==> config.mk <==
export PLATFORM = sky130hd
export DESIGN_NAME = key_event_queue_controller
export DESIGN_NICKNAME = d
export VERILOG_FILES = /design/src/hw/rtl/keq_pkg.sv /design/src/hw/rtl/keq_store.sv /design/src/hw/rtl/key_event_queue_controller.sv
export SDC_FILE = /design/constraint.sdc
export NUM_CORES = 1
export LEC_CHECK = 0
export ABC_AREA = 1
export BUFFER_PORTS_ARGS = -buffer_cell sky130_fd_sc_hd__buf_2
export CAP_MARGIN = 15
export CORE_UTILIZATION = 35
export DETAILED_ROUTE_END_ITERATION = 16
export GPL_TIMING_DRIVEN = 0
export PLACE_DENSITY = 0.53
export REMOVE_ABC_BUFFERS = 1
export SLEW_MARGIN = 20
export SYNTH_ARGS = -nofsm -noshare
export SYNTH_HDL_FRONTEND = slang
export SYNTH_SLANG_ARGS = --single-unit
==> constraint.sdc <==
create_clock -name clk_i -period 9.1 [get_ports clk_i]
set_input_delay 1.365 -clock clk_i [delete_from_list [all_inputs] [get_ports clk_i]]
set_output_delay 1.365 -clock clk_i [all_outputs]
set_load 0.03 [all_outputs]
==> src/hw/rtl/keq_pkg.sv <==
// ----------------------------------------------------------------------------
// keq_pkg
// Shared types and constants of the key event queue controller.
// ----------------------------------------------------------------------------
package keq_pkg;

  localparam int unsigned QUEUE_DEPTH_DEF = 16;

  localparam int unsigned KIND_W  = 3;
  localparam int unsigned CODE_W  = 8;
  localparam int unsigned MODS_W  = 10;
  localparam int unsigned EVENT_W = 16;
  localparam int unsigned SCAN_W  = 17;
  localparam int unsigned LEVEL_W = 5;

  typedef enum logic [KIND_W-1:0] {
    KIND_KEY   = 3'd0,
    KIND_ALLUP = 3'd1,
    KIND_DEQ   = 3'd2,
    KIND_CLR   = 3'd3,
    KIND_RAW   = 3'd4
  } kind_e;

  typedef enum logic [1:0] {
    ST_IDLE = 2'b01,
    ST_READ = 2'b10
  } state_e;

  typedef struct packed {
    logic [SCAN_W-1:0]  scan;
    logic               ready;
    logic               irq;
    logic               drop;
    logic [LEVEL_W-1:0] level;
  } result_t;

endpackage

==> src/hw/rtl/keq_store.sv <==
// ----------------------------------------------------------------------------
// keq_store
// Event storage: one write port, one read port with registered read data.
// ----------------------------------------------------------------------------
module keq_store #(
  parameter int unsigned QUEUE_DEPTH = keq_pkg::QUEUE_DEPTH_DEF,
  localparam int unsigned AW = $clog2(QUEUE_DEPTH)
) (
  input  logic                        clk_i,
  input  logic                        we_i,
  input  logic [AW-1:0]               waddr_i,
  input  logic [keq_pkg::EVENT_W-1:0] wdata_i,
  input  logic                        re_i,
  input  logic [AW-1:0]               raddr_i,
  output logic [keq_pkg::EVENT_W-1:0] rdata_o
);
  import keq_pkg::*;

  logic [EVENT_W-1:0] mem_q [QUEUE_DEPTH];
  logic [EVENT_W-1:0] rdata_q;

  always_ff @(posedge clk_i) begin
    if (we_i) begin
      mem_q[waddr_i] <= wdata_i;
    end
  end

  always_ff @(posedge clk_i) begin
    if (re_i) begin
      rdata_q <= mem_q[raddr_i];
    end
  end

  assign rdata_o = rdata_q;

endmodule

==> src/hw/rtl/key_event_queue_controller.sv <==
// ----------------------------------------------------------------------------
// key_event_queue_controller
// Keyboard scan register with ready flag, interrupt pulse and event queue.
//
// Input words carry a kind (key event, all-up event, dequeue, clear ready,
// raw push) and its fields; they are taken when in_valid_i is high and
// in_stall_o is low. Every input word yields one result word on the output
// channel: scan register, ready flag, interrupt pulse, drop flag and queue
// level as they stand after the word.
// Most words are handled at once; their result is registered into the
// output or skid register. A dequeue that moves an entry reads the event
// memory and takes its registered read data in ST_READ, where the input stalls.
// Otherwise the rate is one word per cycle while the skid stage is empty.
// A skid register behind the output register lets one more word in while a
// result waits; with both full the input stalls until out_stall_i drops.
// Reset empties the queue, clears the scan register, ready flag and the
// interrupt enable; memory contents are not cleared and need no pass.
// cfg_we_i writes the interrupt enable bit.
// ----------------------------------------------------------------------------
module key_event_queue_controller #(
  parameter int unsigned QUEUE_DEPTH = keq_pkg::QUEUE_DEPTH_DEF
) (
  input  logic                        clk_i,
  input  logic                        rst_ni,
  input  logic                        cfg_we_i,
  input  logic                        cfg_wdata_i,
  input  logic                        in_valid_i,
  output logic                        in_stall_o,
  input  logic [keq_pkg::KIND_W-1:0]  kind_i,
  input  logic [keq_pkg::CODE_W-1:0]  key_code_i,
  input  logic                        key_released_i,
  input  logic [keq_pkg::MODS_W-1:0]  modifier_bits_i,
  input  logic [keq_pkg::EVENT_W-1:0] raw_event_i,
  output logic                        out_valid_o,
  input  logic                        out_stall_i,
  output logic [keq_pkg::SCAN_W-1:0]  scan_value_o,
  output logic                        data_ready_o,
  output logic                        interrupt_request_o,
  output logic                        event_dropped_o,
  output logic [keq_pkg::LEVEL_W-1:0] queue_level_o
);
  import keq_pkg::*;

  localparam int unsigned AW = $clog2(QUEUE_DEPTH);
  localparam int unsigned LW = $clog2(QUEUE_DEPTH + 1);
  localparam logic [AW-1:0] LAST_ADDR = AW'(QUEUE_DEPTH - 1);
  localparam logic [LW-1:0] FULL_LVL  = LW'(QUEUE_DEPTH);

  state_e state_q, state_d;
  logic [AW-1:0] wptr_q, wptr_d, rptr_q, rptr_d;
  logic [LW-1:0] level_q, level_d;
  logic [SCAN_W-1:0] scan_q, scan_d;
  logic ready_q, ready_d;
  logic ie_q;
  logic irq_pend_q, irq_pend_d;

  result_t out_q, skid_q, res;
  logic out_valid_q, skid_valid_q;
  logic res_valid, take, accept;

  logic wr_en, rd_en;
  logic [EVENT_W-1:0] wr_data, rd_data, ev;
  logic irq, drop;

  keq_store #(
    .QUEUE_DEPTH(QUEUE_DEPTH)
  ) u_store (
    .clk_i  (clk_i),
    .we_i   (wr_en),
    .waddr_i(wptr_q),
    .wdata_i(wr_data),
    .re_i   (rd_en),
    .raddr_i(rptr_q),
    .rdata_o(rd_data)
  );

  assign in_stall_o = (state_q != ST_IDLE) || skid_valid_q;
  assign accept     = in_valid_i && !in_stall_o;
  assign take       = out_valid_q && !out_stall_i;

  always_comb begin
    state_d    = state_q;
    wptr_d     = wptr_q;
    rptr_d     = rptr_q;
    level_d    = level_q;
    scan_d     = scan_q;
    ready_d    = ready_q;
    irq_pend_d = irq_pend_q;
    wr_en      = 1'b0;
    rd_en      = 1'b0;
    irq        = 1'b0;
    drop       = 1'b0;
    res_valid  = 1'b0;
    ev         = raw_event_i;
    if (kind_i == KIND_KEY) begin
      ev = {7'd0, key_released_i, key_code_i};
    end else if (kind_i == KIND_ALLUP) begin
      ev = {1'b1, 5'd0, modifier_bits_i};
    end
    wr_data = ev;

    if (state_q == ST_READ) begin
      scan_d    = {1'b1, rd_data};
      irq       = irq_pend_q;
      res_valid = 1'b1;
      state_d   = ST_IDLE;
    end else if (accept) begin
      res_valid = 1'b1;
      unique case (kind_i)
        KIND_KEY, KIND_ALLUP, KIND_RAW: begin
          if (ready_q || kind_i == KIND_RAW) begin
            if (level_q != FULL_LVL) begin
              wr_en   = 1'b1;
              level_d = level_q + 1'b1;
              wptr_d  = (wptr_q == LAST_ADDR) ? '0 : wptr_q + 1'b1;
            end else begin
              drop = 1'b1;
              if (!ready_q && ie_q) begin
                ready_d = 1'b1;
                irq     = 1'b1;
              end
            end
          end else begin
            scan_d = {1'b1, ev};
            if (ie_q) begin
              ready_d = 1'b1;
              irq     = 1'b1;
            end
          end
        end
        KIND_DEQ: begin
          if (!ready_q && level_q != '0) begin
            rd_en      = 1'b1;
            rptr_d     = (rptr_q == LAST_ADDR) ? '0 : rptr_q + 1'b1;
            level_d    = level_q - 1'b1;
            ready_d    = ie_q;
            irq_pend_d = ie_q;
            res_valid  = 1'b0;
            state_d    = ST_READ;
          end
        end
        KIND_CLR: begin
          ready_d = 1'b0;
        end
        default: begin
        end
      endcase
    end

    res.scan  = scan_d;
    res.ready = ready_d;
    res.irq   = irq;
    res.drop  = drop;
    res.level = LEVEL_W'(level_d);
  end

  always_ff @(posedge clk_i or negedge rst_ni) begin
    if (!rst_ni) begin
      state_q    <= ST_IDLE;
      wptr_q     <= '0;
      rptr_q     <= '0;
      level_q    <= '0;
      scan_q     <= '0;
      ready_q    <= 1'b0;
      ie_q       <= 1'b0;
      irq_pend_q <= 1'b0;
    end else begin
      state_q    <= state_d;
      wptr_q     <= wptr_d;
      rptr_q     <= rptr_d;
      level_q    <= level_d;
      scan_q     <= scan_d;
      ready_q    <= ready_d;
      irq_pend_q <= irq_pend_d;
      if (cfg_we_i) begin
        ie_q <= cfg_wdata_i;
      end
    end
  end

  // output register with skid stage
  always_ff @(posedge clk_i or negedge rst_ni) begin
    if (!rst_ni) begin
      out_valid_q  <= 1'b0;
      skid_valid_q <= 1'b0;
    end else if (res_valid) begin
      if (out_valid_q && !take) begin
        skid_valid_q <= 1'b1;
      end else begin
        out_valid_q <= 1'b1;
      end
    end else if (take) begin
      if (skid_valid_q) begin
        skid_valid_q <= 1'b0;
      end else begin
        out_valid_q <= 1'b0;
      end
    end
  end

  always_ff @(posedge clk_i) begin
    if (res_valid) begin
      if (out_valid_q && !take) begin
        skid_q <= res;
      end else begin
        out_q <= res;
      end
    end else if (take && skid_valid_q) begin
      out_q <= skid_q;
    end
  end

  assign out_valid_o         = out_valid_q;
  assign scan_value_o        = out_q.scan;
  assign data_ready_o        = out_q.ready;
  assign interrupt_request_o = out_q.irq;
  assign event_dropped_o     = out_q.drop;
  assign queue_level_o       = out_q.level;

  a_level_bound : assert property (@(posedge clk_i) disable iff (!rst_ni)
    level_q <= FULL_LVL)
    else $error("queue level above depth");

  a_ptr_match : assert property (@(posedge clk_i) disable iff (!rst_ni)
    (level_q == '0 || level_q == FULL_LVL) |-> wptr_q == rptr_q)
    else $error("pointers disagree with queue level");

  a_skid_order : assert property (@(posedge clk_i) disable iff (!rst_ni)
    skid_valid_q |-> out_valid_q)
    else $error("skid word without output word");

  a_read_done : assert property (@(posedge clk_i) disable iff (!rst_ni)
    rd_en |=> state_q == ST_READ ##1 state_q == ST_IDLE)
    else $error("dequeue read did not complete in one cycle");

endmodule

* After elaboration in Yosys (flattened, before gate mapping) *
Memory sizes are Yosys's and may differ from the RTL's. A register that Yosys moved wholly into a read port is not among the register bits.
Index checks and enable logic that the tools add are counted.

operators by class
  equal/unequal tests = 12
  multiplexer cells = 63
  reduce and logical (&&, ||, !) cells = 27
  bitwise gates (word level) = 1
  add/subtract/negate cells = 4

operators by type and width
  kind                                                    count
  two-way mux 25 bit                                      3
  two-way mux 17 bit                                      4
  two-way mux 1 bit                                       41
  two-way mux 16 bit                                      2
  two-way mux 5 bit                                       5
  one-hot mux 5 bit (2 select lines)                      1
  nonzero test 2 bit                                      5
  adder 4 x 1 -> 4 bit (second input constant)            2
  == test 4 bit (second input constant)                   2
  two-way mux 2 bit                                       4
  two-way mux 4 bit                                       2
  == test 3 x 2 -> 1 bit (second input constant)          2
  logical AND 1 bit                                       6
  inequality test 2 x 1 -> 1 bit (second input constant)  3
  AND reduction 2 bit                                     3
  AND reduction 3 bit                                     2
  adder 5 x 1 -> 5 bit (second input constant)            1
  inequality test 5 bit (second input constant)           1
  AND reduction 5 bit                                     1
  nonzero test 5 bit                                      1
  subtractor 5 x 1 -> 5 bit (second input constant)       1
  logical NOT 1 bit                                       4
  AND reduction 4 bit                                     1
  == test 3 x 1 -> 1 bit (second input constant)          1
  other kinds (8)                                         9

storage, ports and cells
  word-level logic and storage cells = 128
  memories = 1
  register bits after elaboration = 87
  input port bits = 44
  memory bits (writable) = 256

memory list
  memory         words  width  rd ports  clocked after memory_dff  write ports  line             source
  u_store.mem_q  16     16     1         1                         1            keq_store.sv:19  logic [EVENT_W-1:0] mem_q [QUEUE_DEPTH];

* Logic depth before layout (Yosys ltp) *
Gate-level depths: netlist (run 1).

  depth in word-level cells = 10
  gate-level depth with buffers = 12
  mapped depth without buffers = 11

* Modules after synthesis *
Synthesis (run 1) repeated with hierarchy kept, for this count alone.

second synthesis, totals
  cells, all modules = 1557
  area total of the unflattened synthesis = 15915.3 um2

modules (own cells, without submodules)
  module                      times used  cells each  area each (um2)
  keq_store                   1           1074        11541.1
  key_event_queue_controller  1           483         4374.2

* Worst setup path after synthesis (run 1) *
OpenSTA, ideal clock, no wires.

  path type = input to register
  from = in kind_i[0] (netlist name)
  to = reg out_q (netlist bit data_ready_o) (enable)
  setup time = 0.442 ns
  data required time = 8.658 ns
  path slack = 4.970 ns
  data arrival time = 3.688 ns
  stages on the path = 7
  cells stage by stage = inv_1 -> nand3_2 -> inv_2 -> nand2_1 -> nand2_2 -> nand2_4 -> o21ai_0

on the way
  longest elaborated chain between the ends = 6

RTL lines
  item                                                                          line                               source
  start, declared                                                               key_event_queue_controller.sv:29   input logic [keq_pkg::KIND_W-1:0] kind_i,
  == test 3 x 2 -> 1 bit (*)                                                    key_event_queue_controller.sv:109  unique case (kind_i)
  two-way mux 1 bit (*)                                                         key_event_queue_controller.sv:109
  two-way mux 1 bit (*)                                                         key_event_queue_controller.sv:107  end else if (accept) begin
  two-way mux 1 bit (*)                                                         key_event_queue_controller.sv:102  if (state_q == ST_READ) begin
  inequality test 2 bit (no line) / nonzero test 2 bit (equally long branches)  --
  AND reduction 2 bit (no line) (*)                                             --
  end signal, assigned                                                          key_event_queue_controller.sv:206  out_q <= res;
  end signal, assigned                                                          key_event_queue_controller.sv:209  out_q <= skid_q;
  end, declared                                                                 key_event_queue_controller.sv:57   result_t out_q, skid_q, res;

Mark *: on every way between the ends. The rest lies on a longest branch, timed or not.
A chain may end at the register's enable or synchronous reset.

* Final worst setup path (run 1) *
  from = in kind_i[2] (netlist name)
  to = mem u_store.mem_q[14][14] (enable)

on the way
  longest elaborated chain between the ends = 8

RTL lines
  item                                         line                                                                  source
  == test 3 bit                                key_event_queue_controller.sv:109, key_event_queue_controller.sv:111
  logical OR 1 bit                             key_event_queue_controller.sv:111                                     if (ready_q || kind_i == KIND_RAW) begin
  two-way mux 1 bit                            key_event_queue_controller.sv:111
  two-way mux 1 bit (*)                        key_event_queue_controller.sv:109
  two-way mux 1 bit (*)                        key_event_queue_controller.sv:107
  two-way mux 1 bit (*)                        key_event_queue_controller.sv:102
  two-way mux 1 bit (*)                        keq_store.sv:23                                                       if (we_i) begin
  two-way mux 1 bit (implied by the code) (*)  keq_store.sv:24                                                       mem_q[waddr_i] <= wdata_i;
  end, declared                                keq_store.sv:19

Marks and branches as above.

==> results by stage, run 1 <==
Clock network:
- The H-tree generated during clock tree synthesis spans 2 levels.
- CTS placed an instance of sky130_fd_sc_hd__clkbuf_16 at the clock tree root.
- The clock reaches the later pin of the worst-skew pair after approximately 0.53 ns.
- The count of instances resized after the clock tree is built is 0.
- TritonCTS created 38 clock buffers.
- The maximum buffer depth of the clock tree is 3.
- TritonCTS built the clock tree.
- The clock net in this run drives a total of about 360 sinks.
- After clock tree synthesis, the clock-pin slew on the worst setup and hold paths is approximately 0.060 ns.
- Buffers inserted to repair hold after CTS numbered 0.
- The number of setup buffers added after CTS is 0.

Floorplan:
- The number of primary I/O pins is 71.
- The die outline area is between 0.04 and 0.05 mm2.
- From left edge to right edge, the die measures about 210 um.
- The floorplan die height is just over 200 um.
- The core footprint is just over 0.04 mm2.
- The starting density of the core is 0.358.
- The number of rows created at floorplan is between 70 and 80.

STA:
- The number of failing setup endpoints in the final timing report is 0.
- On the final layout, the worst clock skew is 0.0231 ns.
- The clock period could shrink to around 3.3 ns.
- Setup repair after global routing left no endpoint under its margin.
- In the finished design, the share of the clock period the worst path needs comes to 0.364.
- The count of final hold-check violations is 0.
- The worst relative slew slack is 0.371.
- For this run, the top clock speed supported by timing is ~300 MHz.
- For the final routed database, the setup TNS stands at 0 ns.
- The slew of the pin with the lowest slew margin is around 0.94 ns.
- The worst path setup slack after routing is roughly 5.8 ns.
- The count of final max-slew check failures is 0.

Synthesis:
- Of the synthesized area, sequential elements account for 0.718.
- The fraction of registers with async set/reset is 0.103.
- In the synthesized netlist the dominant register cell turns out to be sky130_fd_sc_hd__edfxtp_1.
- The area of the mapped netlist is approximately 0.015 mm2.
- Yosys mapped the design onto 42 distinct sky130hd cell types.
- During synthesis, Yosys emitted a total of 0 warnings.
- The number of register bits inferred by synthesis is roughly 360.
- The number of synthesized flops with an enable pin is approximately 320.
- A synthesized cell averages 12.1 um2.
- The cell count after synthesis came out at ~1200.

Setup path:
- For flop-to-flop paths, the worst setup slack is about 6.3 ns.
- The largest single stage delay on the critical path is roughly 0.7 ns.
- The most numerous cell type found on the critical path is sky130_fd_sc_hd__nor2_4.
- The worst register-to-register path has a depth of 7.
- The data required time at the worst endpoint is 9.24 ns.
- The worst register-to-register path ends at u_store.rdata_o[11].
- The critical path endpoint category is a register.
- Of all nets on the critical path, the largest fanout is 16.
- Traced cell by cell, the critical path runs through buf_2 > nor2_4 > nor2_4 > nor2_8 > nand3_4 > inv_4 > nand2_1 > nor2_4.
- At the worst endpoint, the arrival time is 3.45 ns.
- By startpoint and endpoint, the worst setup path is classified as in -> reg.
- The standard cell with the maximum stage delay on the critical path is sky130_fd_sc_hd__nor2_4.
- The kind of start point of the critical path is a primary input.
- The start of the worst register-to-register path is rptr_q[0].

Cells and area:
- The utilization of the core after routing is 0.413.
- The number of standard cells in the layout, taps in and fillers out is approximately 1800.
- The ratio of cells with drive above 1 in the final layout is 0.146.
- 0 antenna diodes ended up in the layout.
- At the end of the flow, the number of nets in the layout was between 1000 and 1500.
- The filler cell count is roughly 3800.
- The area growth from synthesis to layout is 15.2%.

Job:
- Across the run, the number of max-cap violations was 0.

Global route:
- The number of antenna violations at the first check in global routing is 0.
- The total track usage is 0.164.
- Global routing finished with a remaining overflow of 0.
- The maximum number of pins on one net before global-route repair is 91.
- The via count of the first global-routing pass is between 9000 and 10000.
- The first global-routing pass estimated roughly 54000 um of wire.

Route:
- After the first detailed-routing iteration, the DRC count stood at about 750.
- The count of nets left with antenna violations once routing finished came out at 0.
- Wires add up to between 30000 and 40000 um.
- The number of detailed-route iterations in the first pass is 5.
- The mean number of vias per cell is ~5.1.
- The post-detailed-route wirelength per cell is between 15 and 20 um.
- The routed layout has between 9000 and 10000 vias.
- The DRC violation count after routing is 0.

Placed design:
- Timing analysis after detailed placement gives a worst setup slack of 5.21 ns.
- The placed wire-length estimate after detailed placement is between 20000 and 25000 um.
- Counting tap cells, the placed design contains a total of 1779 instances.
- The placer's final routability congestion estimate is between 0.7 and 0.8.
- The quantity of I/O buffers inserted on ports is 70.

Hold path:
- The endpoint with the worst hold slack is irq_pend_q.
- In this run the most critical hold path is launched from irq_pend_q.
- In this run the worst hold path is classified as reg -> reg.
- The number of cells on the worst hold path is 2.

Power:
- VDD sags by at most between 0.0001 and 0.00015 V.
- The leakage power is about 6.0 nW.
- The power per unit of standard cell area is between 300 and 400 mW/mm2.

Outcome:
- The run finished with clean final reports.
[critical path: cells and delay by family]
kind                   cells  cell delay [ns]
buffers and inverters      2             0.27
AND/OR/NAND/NOR            6             1.80
[synth_stat cells, types with 4 or more instances]
master,count,share of area
sky130_fd_sc_hd__a21oi_1,5,0.0017
sky130_fd_sc_hd__a31oi_1,9,0.0038
sky130_fd_sc_hd__buf_2,16,0.0054
sky130_fd_sc_hd__buf_4,4,0.0020
sky130_fd_sc_hd__buf_6,6,0.0046
sky130_fd_sc_hd__clkbuf_1,29,0.0074
sky130_fd_sc_hd__dfrtp_1,36,0.061
sky130_fd_sc_hd__edfxtp_1,322,0.65
sky130_fd_sc_hd__ha_1,7,0.0059
sky130_fd_sc_hd__inv_1,41,0.010
sky130_fd_sc_hd__inv_2,8,0.0020
sky130_fd_sc_hd__nand2_1,193,0.049
sky130_fd_sc_hd__nand2_2,6,0.0025
sky130_fd_sc_hd__nand3_1,62,0.021
sky130_fd_sc_hd__nand3b_1,7,0.0036
sky130_fd_sc_hd__nor2_1,204,0.052
sky130_fd_sc_hd__nor2_4,5,0.0038
sky130_fd_sc_hd__o211ai_1,24,0.012
sky130_fd_sc_hd__o21ai_0,152,0.052
sky130_fd_sc_hd__o21ai_1,5,0.0017
sky130_fd_sc_hd__o221ai_1,9,0.0053
sky130_fd_sc_hd__o22ai_1,32,0.014
[per-stage QoR]
stage | hold slack [ns] | total power, mW | cell area (um2)
2_1_floorplan | 0.453 | 3.17 | 14500
3_3_place_gp | 0.473 | 3.68 | 15500
3_5_place_dp | 0.475 | 3.77 | 15900
4_1_cts | 0.490 | 5.21 | 17000
5_1_grt | 0.514 | 5.45 | 17000
6_report | 0.488 | 5.16 | 17000
[logic make-up after synthesis]
family,after synthesis,share of synthesized area
simple gates,499,0.146
flops,359,0.718
compound gates,245,0.0949
buf+inv,112,0.0342
fa+ha+maj,7,0.00593
xor+xnor,3,0.00178
[placed cells by master (no fill, tap or decap), types with 7 or more instances in the layout]
cell and n:
sky130_fd_sc_hd__a31oi_1 9, sky130_fd_sc_hd__buf_16 7, sky130_fd_sc_hd__buf_2 70, sky130_fd_sc_hd__clkbuf_1 13
sky130_fd_sc_hd__clkbuf_16 39, sky130_fd_sc_hd__clkinv_1 10, sky130_fd_sc_hd__dfrtp_1 33, sky130_fd_sc_hd__edfxtp_1 322
sky130_fd_sc_hd__ha_1 7, sky130_fd_sc_hd__inv_1 40, sky130_fd_sc_hd__inv_2 8, sky130_fd_sc_hd__nand2_1 192
sky130_fd_sc_hd__nand2_2 7, sky130_fd_sc_hd__nand3_1 62, sky130_fd_sc_hd__nand3b_1 7, sky130_fd_sc_hd__nor2_1 186
sky130_fd_sc_hd__nor2_4 21, sky130_fd_sc_hd__o211ai_1 24, sky130_fd_sc_hd__o21ai_0 151, sky130_fd_sc_hd__o221ai_1 9
sky130_fd_sc_hd__o22ai_1 32
[report_power, final]
group	switching, mW	internal [mW]
clock	0.612	0.820
combinational	1.05	0.473
sequential	0.160	2.05
total	1.82	3.34
[flip-flops by register name (all words and copies together), names as in the netlist, 2 cells and up]
name,count
scan_value_o,17
wptr_q,4
rptr_q,4
state_q,2
scan_q,17
queue_level_o,5
level_q,5
u_store.mem_q,256
skid_q,25
u_store.rdata_o,16
[metal layers]
metal	part of all wire	wire (um)	global-route usage
met3	0.038	1340	0.0238
met2	0.49	17000	0.282
met1	0.46	16100	0.216
met5	0	0	0
met4	0.019	665	0.0468
[worst max path at each step]
stage               from               endpoint  slack, ns  cells after the start
2_1_floorplan  kind_i[0]           data_ready_o       4.85                      7
3_3_place_gp   rptr_q[0]     u_store.rdata_o[2]       1.37                      5
3_5_place_dp   kind_i[2]   u_store.mem_q[14][7]       5.21                      8
4_1_cts        kind_i[2]  u_store.mem_q[14][14]       5.76                      8
5_1_grt        kind_i[2]   u_store.mem_q[6][14]       5.65                      8
6_report       kind_i[2]  u_store.mem_q[14][14]       5.79                      8
[layout make-up]
| class | count | area (um2) | share of cell area |
|---|---|---|---|
| tap | 532 | 666 | 0.0391 |
| clock inverter | 12 | 55.1 | 0.00324 |
| sequential | 359 | 10600 | 0.624 |
| clock buffer | 56 | 1080 | 0.0635 |
| timing repair buffer | 80 | 584 | 0.0344 |
| inverter | 54 | 213 | 0.0125 |
| multi-input combinational | 754 | 3800 | 0.224 |
No activity file was read; power rests on OpenSTA's default activity.
==> run 2, diff against run 1 <==
--- a/config.mk
+++ b/config.mk
@@ -11,7 +11,7 @@
 export CORE_UTILIZATION = 35
 export DETAILED_ROUTE_END_ITERATION = 16
 export GPL_TIMING_DRIVEN = 0
-export PLACE_DENSITY = 0.53
+export PLACE_DENSITY = 0.55
 export REMOVE_ABC_BUFFERS = 1
 export SLEW_MARGIN = 20
 export SYNTH_ARGS = -nofsm -noshare
==> constraint.sdc (replaced) <==
create_clock -name clk_i -period 2.7 [get_ports clk_i]
set_input_delay 0.405 -clock clk_i [delete_from_list [all_inputs] [get_ports clk_i]]
set_output_delay 0.405 -clock clk_i [all_outputs]
set_load 0.03 [all_outputs]
==> run 2 against run 1 <==
The run now ends with negative hold slack left. Largest power group unchanged. Sequential share of layout area fell by 0.38 points. Core utilization increased by 0.25 points. Combinational power grew to 3.5 times the previous value. Die area stayed put. Clock skew decreased by 0.0054 ns. Critical endpoint is now u_store.mem_q[6][4]. Critical path depth decreased by 1. Largest cell class unchanged.
==> results by stage, run 2 (same netlist as run 1, synthesis figures left out) <==
Global route:
- The maximum number of pins on one net before global-route repair is 103 (+13%).
- The wire length of the first global-routing pass is 53500 um (-0.70%).
- The total track usage was 0.161 (-0.00305).
- The number of antenna violations at the first check in global routing was 1 (+1).
- The via count of the first global-routing pass is 9113 (+0.35%).
- The final global-route overflow total is 0 (unchanged).

Power:
- The power per unit of standard cell area is 1020 mW/mm2 (+240%).
- The combinational share of power is 0.304 (+0.009).
- The fraction of power consumed by sequential logic is 0.420 (-0.007).
- The internal power is 11.3 mW (+240%).
- The clock network power share was 0.276 (about the same).
- The switching power share of the total is 0.354 (+0.000847).
- The leakage power came to 6.06 nW (+0.72%).
- The switching power was 6.19 mW (+240%).
- The worst-case vdd ir drop is 0.000457 V (+220%).

STA:
- The final clock skew is 0.0176 ns (-0.00543 ns).
- The slew of the pin with the lowest slew margin came to 0.926 ns (-0.0115 ns).
- The number of failing setup endpoints in the final timing report is 0 (unchanged).
- The clock period could shrink to roughly 2.6 ns.
- Derived from the worst setup path, the maximum achievable clock frequency is 388 MHz.
- The count of final max-slew check failures came to 0 (unchanged).
- The final worst hold slack is -0.00557 ns (-0.494 ns).
- Dividing the final minimum period by the clock period gives 0.954.
- The count of final hold-check violations is 3 (+3).
- Setup repair after global routing left no endpoint under its margin.
- The summed negative setup slack over all endpoints is 0 ns (unchanged).
- The worst relative slew slack is 0.381 (+0.00922).

Job:
- The number of maximum-capacitance violations is 0 (unchanged).

Placed design:
- The placed wire-length estimate after detailed placement is 20500 um (-0.27%).
- The placed instance count is 1781 (+0.11%).
- The placer's final routability congestion estimate is 0.800 (+1.2%).
- The quantity of I/O buffers inserted on ports is 70 (unchanged).

Cells and area:
- The final net count is 1343 (+0.37%).
- The ratio of cells with drive above 1 in the final layout was 0.152 (+0.00603).
- The number of antenna cells inserted is 0 (unchanged).
- Counting flops per register, the top entry is u_store.mem_q.
- The filler cell count is 3811 (-0.76%).
- The register area is 0.0106 mm2 (unchanged).
- The number of standard cells in the layout, taps in and fillers out is 1854 (+0.38%).
- The area used by multi-input combinational logic was 0.00382 mm2 (+0.56%).
- From synthesis to final layout, the design area changed by 15.9%.
- The flip-flop count of the largest register, all copies and words added came to 256 (unchanged).
- The most frequent standard cell in the layout excluding fill and tap cells is sky130_fd_sc_hd__edfxtp_1.
- The largest registers in the layout are u_store.mem_q (256), skid_q (25).
- The top cell types in the final layout, fill and taps aside, are sky130_fd_sc_hd__edfxtp_1, sky130_fd_sc_hd__nand2_1, sky130_fd_sc_hd__nor2_1.

Setup path:
- The register-to-register path setup slack is 0.13 ns (-6.20 ns).
- The data required time at the worst endpoint came to 2.85 ns (-6.39 ns).
- On the critical path, the stage with the largest delay is an instance of sky130_fd_sc_hd__nor2_4.
- The number of cells on the worst reg-to-reg path came to 7 (unchanged).
- The worst path arrival time is 2.72 ns (-0.73 ns).
- The worst setup path is captured at a register.
- The stage delay of the slowest cell on the critical path is 0.64 ns (-0.04 ns).
- The total buffers and inverters traversed by the critical path is 2 (unchanged).
- The category of the most critical setup path is reg -> reg.
- Broken down by cell family, the worst path's largest delay share belongs to simple AND/OR/NAND/NOR gates.
- The total number of cells along the worst setup path came to 7 (-1).
- Traced cell by cell, the critical path runs through inv_1 > ha_1 > nand3_1 > nand3_4 > inv_4 > nand2_1 > nor2_4.
- STA classifies the critical path startpoint as a register.
- The maximum fanout count along the critical path was 16 (unchanged).

Clock network:
- The TritonCTS clock tree is yes.
- The maximum buffer depth of the clock tree is 3 (unchanged).
- The clock latency on the worst-skew pair is 0.54 ns (about the same).
- The number of buffers inserted during clock tree synthesis is 38 (unchanged).
- The register clock-pin slew on the reported worst setup and hold paths is 0.06 ns (about the same).
- The CTS H-tree depth came to 2 (unchanged).
- The total number of clock tree sinks came to 359 (unchanged).
- The clock root buffer is sky130_fd_sc_hd__clkbuf_16.

Floorplan:
- The overall die width is 207 um (unchanged).
- The number of primary I/O pins is 71 (unchanged).
- The floorplan die height was 207 um (unchanged).
- The starting density of the core was 0.358 (unchanged).
- The die outline area is 0.0430 mm2 (unchanged).
- The core footprint is 0.0412 mm2 (unchanged).
- The number of rows created at floorplan is 74 (unchanged).

Route:
- The number of detailed-route iterations in the first pass is 5 (unchanged).
- The via total after detailed routing is 9305 (-0.56%).
- The DRC violation count after routing is 0 (unchanged).
- The final wirelength was 34700 um (-1.1%).
- The starting DRC count in detailed routing is 622 (-17%).
- The mean number of vias per cell is 5.02 (-0.93%).
- The post-detailed-route wirelength per cell is 18.7 um (-1.4%).
- The post-detailed-route count of antenna-violating nets is 0 (unchanged).

Outcome:
- The flow ran to the end, but the final reports show violations.
- The final reports fail on negative hold slack.

Hold path:
- The path category of the worst min-delay check is in -> async.
==> run 2: stage by stage <==
step | power [mW] | setup slack, ns | instance area [um2] | util
after detailed placement | 12.7 | -0.321 | 15900 | 0.385
final | 17.5 | 0.125 | 17100 | 0.415
after floorplan | 10.7 | -1.46 | 14500 | -
after CTS | 17.5 | 0.0160 | 17000 | 0.414
after global placement | 12.1 | -4.92 | 15500 | 0.376
after global routing | 18.5 | 0.00332 | 17100 | 0.415
==> run 2: final timing paths <==
path / from / end
min in group clk_i: cfg_we_i / ie_q
setup reg to reg: level_q[0] / u_store.mem_q[6][4]
setup / recovery: level_q[0] / u_store.mem_q[6][4]
hold / removal: rst_ni / ready_q
hold reg to reg: scan_q[16] / scan_q[16]
max in group asynchronous: rst_ni / rptr_q[1]
==> run 2: layout make-up <==
cell class / count / area share
Clock buffer: 50 / 0.0582
Sequential cell: 359 / 0.620
Timing Repair Buffer: 85 / 0.0388
Clock inverter: 20 / 0.00834
Tap cell: 532 / 0.0389
Inverter: 54 / 0.0124
Multi-Input combinational cell: 754 / 0.224
==> run 2: layer usage <==
layer / vias up / global-route usage / share of wire
met5: - / 0 / 0
li1: 4500 / - / -
met2: 202 / 0.284 / 0.50
met1: 4552 / 0.206 / 0.44
met4: 0 / 0.0414 / 0.017
met3: 51 / 0.0262 / 0.042
==> run 2: repair_timing <==
| action | CTS | global route |
|---|---|---|
| hold buffers | 0 | 0 |
| setup endpoints to repair | 71 | 43 |
| resized for setup | 2 | 6 |
| cloned | 0 | 1 |
| pin swaps | 1 | 0 |
| setup buffers | 1 | 1 |
==> run 2: power groups by stage <==
stage	sequential, mW	combinational, mW	clock (mW)
after global routing	7.41	5.93	5.14
after detailed placement	7.46	5.20	0
final	7.34	5.31	4.82
after floorplan	7.81	2.88	0
after CTS	7.35	5.24	4.92
after global placement	7.75	4.32	0
